## src/rtl/msc_height_tab.sv

```systemverilog
`default_nettype none
// ----------------------------------------------------------------------------
// msc_height_tab: per-section height table
// Synchronous memory of section heights with one valid bit per section;
// a section never written since reset reads as empty.
// ----------------------------------------------------------------------------
module msc_height_tab #(
   parameter int unsigned NUM_SECTIONS = 16,
   parameter int unsigned IDX_W        = 4,
   parameter int unsigned HGT_W        = 9
) (
   input  wire logic             clock,
   input  wire logic             reset,
   input  wire logic             rd_en,
   input  wire logic [IDX_W-1:0] rd_idx,
   output logic      [HGT_W-1:0] rd_height,
   input  wire logic             wr_en,
   input  wire logic [IDX_W-1:0] wr_idx,
   input  wire logic [HGT_W-1:0] wr_height
);

   logic [HGT_W-1:0]        hgt_mem [NUM_SECTIONS];
   logic [NUM_SECTIONS-1:0] valid_ff;
   logic [HGT_W-1:0]        rd_data_ff;
   logic                    rd_valid_ff;

   always_ff @(posedge clock) begin
      if (wr_en) begin
         hgt_mem[wr_idx] <= wr_height;
      end
      if (rd_en) begin
         rd_data_ff <= hgt_mem[rd_idx];
      end
   end

   always_ff @(posedge clock) begin
      if (reset) begin
         valid_ff    <= '0;
         rd_valid_ff <= 1'b0;
      end else begin
         if (wr_en) begin
            valid_ff[wr_idx] <= 1'b1;
         end
         if (rd_en) begin
            rd_valid_ff <= valid_ff[rd_idx];
         end
      end
   end

   assign rd_height = rd_valid_ff ? rd_data_ff : '0;

endmodule : msc_height_tab
`default_nettype wire

```

## config.mk

```make
export PLATFORM = sky130hd
export DESIGN_NAME = msc_height_tab
export DESIGN_NICKNAME = d
export VERILOG_FILES = /design/src/rtl/msc_height_tab.sv
export SDC_FILE = /design/constraint.sdc
export NUM_CORES = 1
export LEC_CHECK = 0
export ABC_CLOCK_PERIOD_IN_PS = 1720
export CAP_MARGIN = 10
export CORE_MARGIN = 2
export CORE_UTILIZATION = 54
export DETAILED_ROUTE_END_ITERATION = 8
export DONT_BUFFER_PORTS = 1
export PLACE_DENSITY = 0.78
export SLEW_MARGIN = 10
export SYNTH_ARGS = -nofsm -noshare
export SYNTH_HDL_FRONTEND = slang
export SYNTH_SLANG_ARGS = --single-unit
```

## constraint.sdc

```tcl
create_clock -name clock -period 1.72 [get_ports clock]
set_input_delay 0.086 -clock clock [delete_from_list [all_inputs] [get_ports clock]]
set_output_delay 0.086 -clock clock [all_outputs]
set_load 0.01 [all_outputs]
```

Word level (Yosys, flattened, before mapping)
Memories as Yosys holds them, arrays and structs flattened. A register that Yosys moved wholly into a read port is not among the register bits.
Index checks and enable logic that the tools add are counted.

word-level totals
  register bits after elaboration = 17
  RAM bits = 144
  input port bits = 21
  output and inout bits = 9
  memories = 1

cells by class
  $lt $le $gt $ge = 3
  multiplexer cells = 7
  bitwise logic cells = 1
  reduce and logical (&&, ||, !) cells = 1

memory list
  name     depth  bits a word  rd ports  clocked after Yosys merged registers in  write ports  RTL line  RTL
  hgt_mem  16     9            1         1                                        1            22        logic [HGT_W-1:0] hgt_mem [NUM_SECTIONS];

operators with widths
  kind                                                               number
  OR 16 bit                                                          1
  less-than comparator 4 x 5 -> 1 bit, second input constant         2
  2-to-1 mux 9 bit                                                   1
  binary-select mux 1 bit (select 4 bit)                             1
  demux 1 bit (select 4 bit)                                         1
  greater-or-equal comparator 4 x 1 -> 1 bit, second input constant  1
  2-to-1 mux 1 bit                                                   4
  logical AND 1 bit                                                  1

Logic depth before layout (Yosys ltp)
  word-level depth = 5
  mapped depth = 6
  depth with buffers taken out = 4

Least setup slack after synthesis
Ideal clock, no wire load.

  kind = input -> register
  start point = input wr_idx[2]
  end point = memory hgt_mem[0][0] (enable)
  arrival = 1.312 ns
  setup slack = 0.019 ns
  cell stages on the path = 2
  path buffers = 0
  cells stage by stage = or3b_2 nor3_1

RTL lines
  item                RTL line  RTL
  start: declaration  18        input wire logic [IDX_W-1:0] wr_idx,
  end: declaration    22

No word-level cell before the write port.

==> flow_metrics.py <==
metrics = {
    "hold_path": {
        "hp-class": "input port to flip-flop",
        "min_delay_path_depth": 2,
    },
    "clock_tree": {
        "numCtsBuffers": 17,
        "clockRootBuffer": "clkbuf_16",
        "tritoncts": "yes",
        "clock_sink_count": 170,
        "cts.repair.resized": 0,
        "cts_htree_levels": 4,
        "clkTransAtPathRegs_ps": 60,
        "clk_latency_ps": 420,
        "clockBufferDepth": 2,
        "postCtsSetupRepairBufs": 0,
    },
    "setup_path": {
        "crit_path_start_kind": "flip-flop",
        "worstSetupPathType": "flip-flop to flip-flop",
        "worstPathRequired_ps": 1880,
        "worstPathMaxFanout": 1,
        "r2r_slack_ps": 50,
        "arrival_ps": 1820,
        "end_kind": "flip-flop",
        "r2r_cells": 2,
    },
    "timing": {
        "final.min_clock_period_ps": 1665,
        "setup_ws_ps": 54.88,
        "finalSetupViolCount": 0,
        "max_slew.worst_pin.slew_ps": 717.6,
        "maxSlewViolCount": 0,
        "fin_setup_tns_ps": 0,
        "max_freq_mhz": 600.6,
        "slew-limit-headroom_pct": 52.00,
        "finalClockSkew_ps": 4.616,
        "hold_violations": 0,
        "rsz0062_at_grt": "no",
        "period_share_pct": 96.81,
    },
    "place": {
        "pre_cts_ws_ps": 75.03,
        "dpl_cell_area_sq_um": 6748,
        "gp_congestion": 0.7550,
        "place_inst": 459,
        "dp_hpwl_mm": 7.671,
        "portBuffers": 0,
    },
    "grt": {
        "met2_usage_pct": 33.41,
        "grt_pass1_wl_mm": 19.30,
        "busiest_layer": "met2",
        "overflow": 0,
        "grtUsageTotal_pct": 21.53,
        "grt_pass1_vias": 3115,
        "antenna_found_initial": 0,
        "grt_use_met3_pct": 6.323,
        "grt_max_degree": 40,
        "met1_usage_pct": 29.84,
    },
    "drt": {
        "drcViolationCount": 0,
        "vias": 3166,
        "drt-pass1-iter-count": 5,
        "ant_nets": 0,
        "vias_per_cell": 6.282,
        "wl_per_cell_um": 25.66,
        "drt_wl_total_mm": 12.93,
        "drtIter0Drc": 367,
    },
    "floorplanning": {
        "core-area_sq_um": 11860,
        "io_pins": 30,
        "fp.dieW_um": 113.8,
        "die_h_um": 113.8,
        "fp-row-count": 40,
        "initial_core_util_pct": 54.84,
        "die_area_sq_um": 12940,
    },
    "final_layout": {
        "synthToLayoutAreaGrowth_pct": 14.71,
        "final_cell_area_sq_um": 7462,
        "fin_nets": 367,
        "final_cells": 504,
        "n_antenna_cell": 0,
        "layout-drive-gt1-share_pct": 23.81,
    },
    "yosys": {
        "netlist_area_sq_um": 6505,
        "yosys-top-cells-area": "edfxtp_1, mux4_2, dfxtp_1",
        "synth.avg_cell_area_sq_um": 21.05,
        "synth-async-reset-ratio_pct": 0,
        "syn_inst": 309,
        "synth_top_area_share_pct": 70.63,
        "synth_nets": 330,
        "synth-edff-count": 153,
        "synthDistinctLibCells": 23,
        "synth.most_common_cell": "edfxtp_1",
        "ys_ff_latch": 170,
        "yosys-top-cells-count": "edfxtp_1, nor2_1, mux4_2, dfxtp_1",
        "ys_seq_area_share_pct": 75.86,
        "ys_dominant_reg_cell": "edfxtp_1",
        "synth_top_area_cell": "edfxtp_1",
        "yosysWarningCount": 0,
    },
    "power": {
        "p_leak_nw": 2.431,
        "ir_drop_uv": 850.4,
        "powerDensity_nw_per_um2": 1159,
    },
    "outcome": {
        "status": "finished, final reports clean",
    },
    "flow_run": {
        "maxCapViolations": 0,
    },
}
cells in the final DEF, fill, tap and decap left out, drive strengths merged, types with 3 or more instances in the layout:
cell         synthesis  routed
edfxtp             153     153
nor2                47      47
mux4                47      47
clkbuf               5      20
dfxtp               17      17
buf                  8      16
dlygate4sd3          0      15
and2                 9       9
clkinv               0       5
nor3                 4       4
mux2i                4       4
nand3b               3       3
bufinv               0       3
worst max-delay path, stage by stage (launching register included):
cell and delay, ps:
edfxtp_1 430, mux4_2 500, mux4_2 470
power by group:
group          internal, mW  total [mW]  switching (mW)
Combinational         0.184       0.360           0.176
Clock                  2.24        3.65            1.41
Sequential             4.61        4.64          0.0287
Total                  7.03        8.65            1.61
final timing paths:
| path | startpoint | end |
|---|---|---|
| worst min-delay path | wr_idx[1] | hgt_mem[8][5]$_DFFE_PP_ |
| worst min register to register | valid_ff[8]$_SDFFE_PP0P_ | valid_ff[8]$_SDFFE_PP0P_ |
| worst max register to register | hgt_mem[12][1]$_DFFE_PP_ | rd_data_ff[1]$_DFFE_PP_ |
| worst max-delay path | hgt_mem[12][1]$_DFFE_PP_ | rd_data_ff[1]$_DFFE_PP_ |
cell families (layout without fill, tap and decap cells):
kind of cell,Yosys count,count (layout),synth area share [%]
mux,51,51,17.41
flops,170,170,75.86
compound gates,4,4,0.5002
buf+inv,13,61,1.250
simple gates,71,71,4.982
sequential cells by signal, summed over array words and instances, names as in the netlist:
register	cells
rd_data_ff	9
valid_ff	16
hgt_mem	144
rd_valid_ff	1
area by class of cell:
cell class              instances  area [sq um]
clock buffers                  20         436.7
clock inverters                10         127.6
fillers                       760          4399
multi-input cells             126          1509
flip-flops and latches        170          4935
well taps                     147         183.9
repair buffers                 31         270.3
per-stage QoR:
step | util [%] | hold WS, ps | power (mW)
2_1_floorplan | - | 184.9 | 4.967
3_3_place_gp | 56.89 | 160.3 | 4.968
3_5_place_dp | 56.89 | 162.1 | 4.981
4_1_cts | 62.91 | 16.57 | 8.703
5_1_grt | 62.91 | 41.16 | 8.859
6_report | 62.91 | 50.03 | 8.646
what timing repair did:
item | CTS | global route
endpoints found under the hold margin | 179 | 0
hold buffers | 15 | 0
endpoints found under the setup margin | 0 | 0
layer usage:
metal | share of wire (%) | vias up | wire length (um)
met5 | 0 | - | 0
met4 | 1.9 | 0 | 250
met3 | 8.2 | 22 | 1060
met2 | 50 | 172 | 6402
met1 | 40 | 1640 | 5218
li1 | - | 1332 | -
Power figures use the tool's default switching activity.
